$ cat config.mk
export PLATFORM = sky130hd
export DESIGN_NAME = coe_ram
export DESIGN_NICKNAME = d
export VERILOG_FILES = /design/src/hw/rtl/coe_ram.sv
export SDC_FILE = /design/constraint.sdc
export NUM_CORES = 1
export LEC_CHECK = 0
export ABC_AREA = 1
export ABC_CLOCK_PERIOD_IN_PS = 1800
export BUFFER_PORTS_ARGS = -buffer_cell sky130_fd_sc_hd__buf_2
export CORE_ASPECT_RATIO = 1.2
export CORE_UTILIZATION = 30
export DETAILED_ROUTE_END_ITERATION = 8
export HOLD_SLACK_MARGIN = 0.15
export PLACE_DENSITY_LB_ADDON = 0.1
export RECOVER_POWER = 100
export SLEW_MARGIN = 20
export SYNTH_ARGS = -nofsm -noshare
export SYNTH_HDL_FRONTEND = slang
export SYNTH_SLANG_ARGS = --single-unit
export TNS_END_PERCENT = 100
$ cat constraint.sdc
create_clock -name aclk -period 1.8 [get_ports aclk]
set_input_delay 0.36 -clock aclk [delete_from_list [all_inputs] [get_ports aclk]]
set_output_delay 0.36 -clock aclk [all_outputs]
set_load 0.01 [all_outputs]
$ cat src/hw/rtl/coe_ram.sv
`default_nettype none

module coe_ram #(
    parameter int WIDTH = 8,
    parameter int DEPTH = 16
) (
    input  wire                      aclk,
    input  wire                      we,
    input  wire [$clog2(DEPTH)-1:0]  waddr,
    input  wire [WIDTH-1:0]          wdata,
    input  wire                      re,
    input  wire [$clog2(DEPTH)-1:0]  raddr,
    output logic [WIDTH-1:0]         rdata
);

    logic [WIDTH-1:0] mem [DEPTH];

    always_ff @(posedge aclk) begin
        if (we) begin
            mem[waddr] <= wdata;
        end
    end

    always_ff @(posedge aclk) begin
        if (re) begin
            rdata <= mem[raddr];
        end
    end

endmodule

`default_nettype wire

==> results.md <==
- Layout cells sized above 1: 0.0606
- Most common cell after layout, fill and taps aside: nand2_1
- Hold Crit Class: in -> reg
- Yosys warnings: 0
- Via count of the first global-routing pass: between 3000 and 4000
- Layout net count: 617
- Diode count: 0
- Status: complete, no violations
- First-pass GRT wire length: 23600 um
- Slew Limit Fails: 0
- Syn Std Cell Area: ~5800 um2
- Pin count of the biggest net entering global routing: 65
- CTS tree: done
- # setup viols final: 0
- Total chip power: 0.00773 W
- Synth area leader: edfxtp_1
- Reg area: 4080 um2
- Simple-gate share of the synthesized area: 0.208
- Multi-input gate area: 1210 um2
- Leak pwr: around 2.8 nW
- Xor and xnor area share after synthesis: 0
- Worst path buffer plus inverter count: 1
- #FFs+latches synth: 136
- Crit end category: output pin
- Max-Cap Viols: 0
- Layout area overhead: 17.7%
- Minimum clock period: 1410 ps
- Row cnt: 55
- Sequential share of the synthesized area: 0.698
- Post-DP Area: 6360 um2
- Crit path largest cell delay: 460 ps
- Fin Setup TNS: 0 ps
- Initial antenna violation count: 0
- Total number of vias: 3756
- # fillers: roughly 1900
- Post-route ant nets: 0
- First-pass DRT Iterations: 4
- Hold buffer count at cts: 0
- Post-DP HPWL: 9800 um
- CTS buffer count: 17
- Arrival time worst endpoint: 1050 ps
- Slowest cell on the critical path: edfxtp_1
- Largest family of logic cells by synthesized area: simple AND/OR/NAND/NOR gates
- Root buffer cell: clkbuf_16
- CP Max Fanout: 1
- Iteration-0 DRC Markers: 250
- Final wirelength: 15500 um
- Commonest cells after routing, fill and taps aside: nand2_1 (173), edfxtp_1 (136), inv_1 (100)
- Synth Area in Compound Gates: 0
- GRT Resource Usage Total: 0.168
- Port Buffer Count: 26
- Net Count, Synth: 570
- CTS H-tree lvls: 4
- Fraction of synthesized area in multiplexers: 0
- Crit Path Category: reg -> out
- Worst VDD drop: 0.530 mV
- Synth Area per Inst: 10.6 um2
- Core area: 19000 um2
- RSZ-0062 raised after global routing: false
- # IOs: 27
- Synth Area in Adders: 0
- Clk_skew: 6.78 ps
- Worst Max-Slew Pin Slew: 979 ps
- Clock latency at the later pin of the worst-skew pair: about 420 ps
- CTS clk-pin slew, worst paths: 60 ps
- Setup repair bufs after CTS: 0
- Clock buffer depth: 2
- Fin. Hold Viols: 0
- Cell family with most CP delay: flip-flops
- Clock Sinks: around 140
- Die Span Y: approximately 150 um
- Vias per cell: between 4 and 5
- PostCTS Resize Cnt: 0
- DRC: 0
- Critical Path Start Type: flop
- DIE AREA: 20100 um2
- Wire length per cell: 17.9 um
- Area contributors post-synth: edfxtp_1 (70%), nand2_1 (11%), nand3_1 (8.3%)
- Final Cell Area: 6880 um2
- Pwr Density: 1120 nW/um2
- Synth top area share: 0.698
- Cells along the critical path: clkbuf_1
- GR Overflow Total: 0
- Initial Utilization: 0.308
- Global placement routability congestion: 0.722
- F_max: around 700 MHz
- Die Wd: ~130 um
- Slew margin rel.: 0.348
- Final Cycle Share: 0.782
- Req. time, crit path: 1440 ps
- Distinct cells, synth: 11
- Synthesized instance count: 551
area by class of cell:
type	instances	area share
multi-input combinational	289	0.176
clock inverter	11	0.0258
timing repair buffer	52	0.0384
tap	256	0.0465
sequential	136	0.593
clock buffer	21	0.0640
inverter	102	0.0556
power breakdown:
part / internal, W / switching, W
clock: 0.00243 / 0.00126
combinational: 0.000118 / 0.000323
sequential: 0.00357 / 0.0000260
total: 0.00612 / 0.00161
Yosys cell counts:
master,n
nand3b_1,2
buf_1,1
inv_1,100
nand2_1,173
nand3_1,97
inv_2,2
buf_6,6
nor2_1,17
edfxtp_1,136
buf_4,4
buf_2,13
final timing paths:
path,start,end,slack (ps),cells past startpoint
worst max-delay path,rdata[0],rdata[0],390,1
worst min-delay path,raddr[3],rdata[2],440,3
worst max register to register,mem[9][5],rdata[5],640,6
worst min register to register,mem[3][5],rdata[5],750,6
cells by family (layout without fill, tap and decap cells):
group                  after synthesis  count (layout)
buffers and inverters              126             186
AND/OR/NAND/NOR                    289             289
flip-flops                         136             136
per-stage QoR:
stage	instances	worst slack (ps)	hold slack [ps]	util
after floorplan	551	489	459	-
after global placement	835	101	746	0.335
after detailed placement	835	109	730	0.335
after CTS	867	359	320	0.368
after global routing	867	379	453	0.362
final	867	392	436	0.362
sequential cells by signal (all words and copies together) (netlist names):
signal / flops
mem: 128
rdata: 8
per-layer routing:
layer	track usage	part of all wire	wire [um]	vias to the layer above
li1	-	-	-	1873
met1	0.217	0.45	7020	1804
met2	0.280	0.50	7770	66
met3	0.0327	0.031	485	13
met4	0.0576	0.013	203	0
met5	0	0	0	-
(Power assumes the default switching activity.)
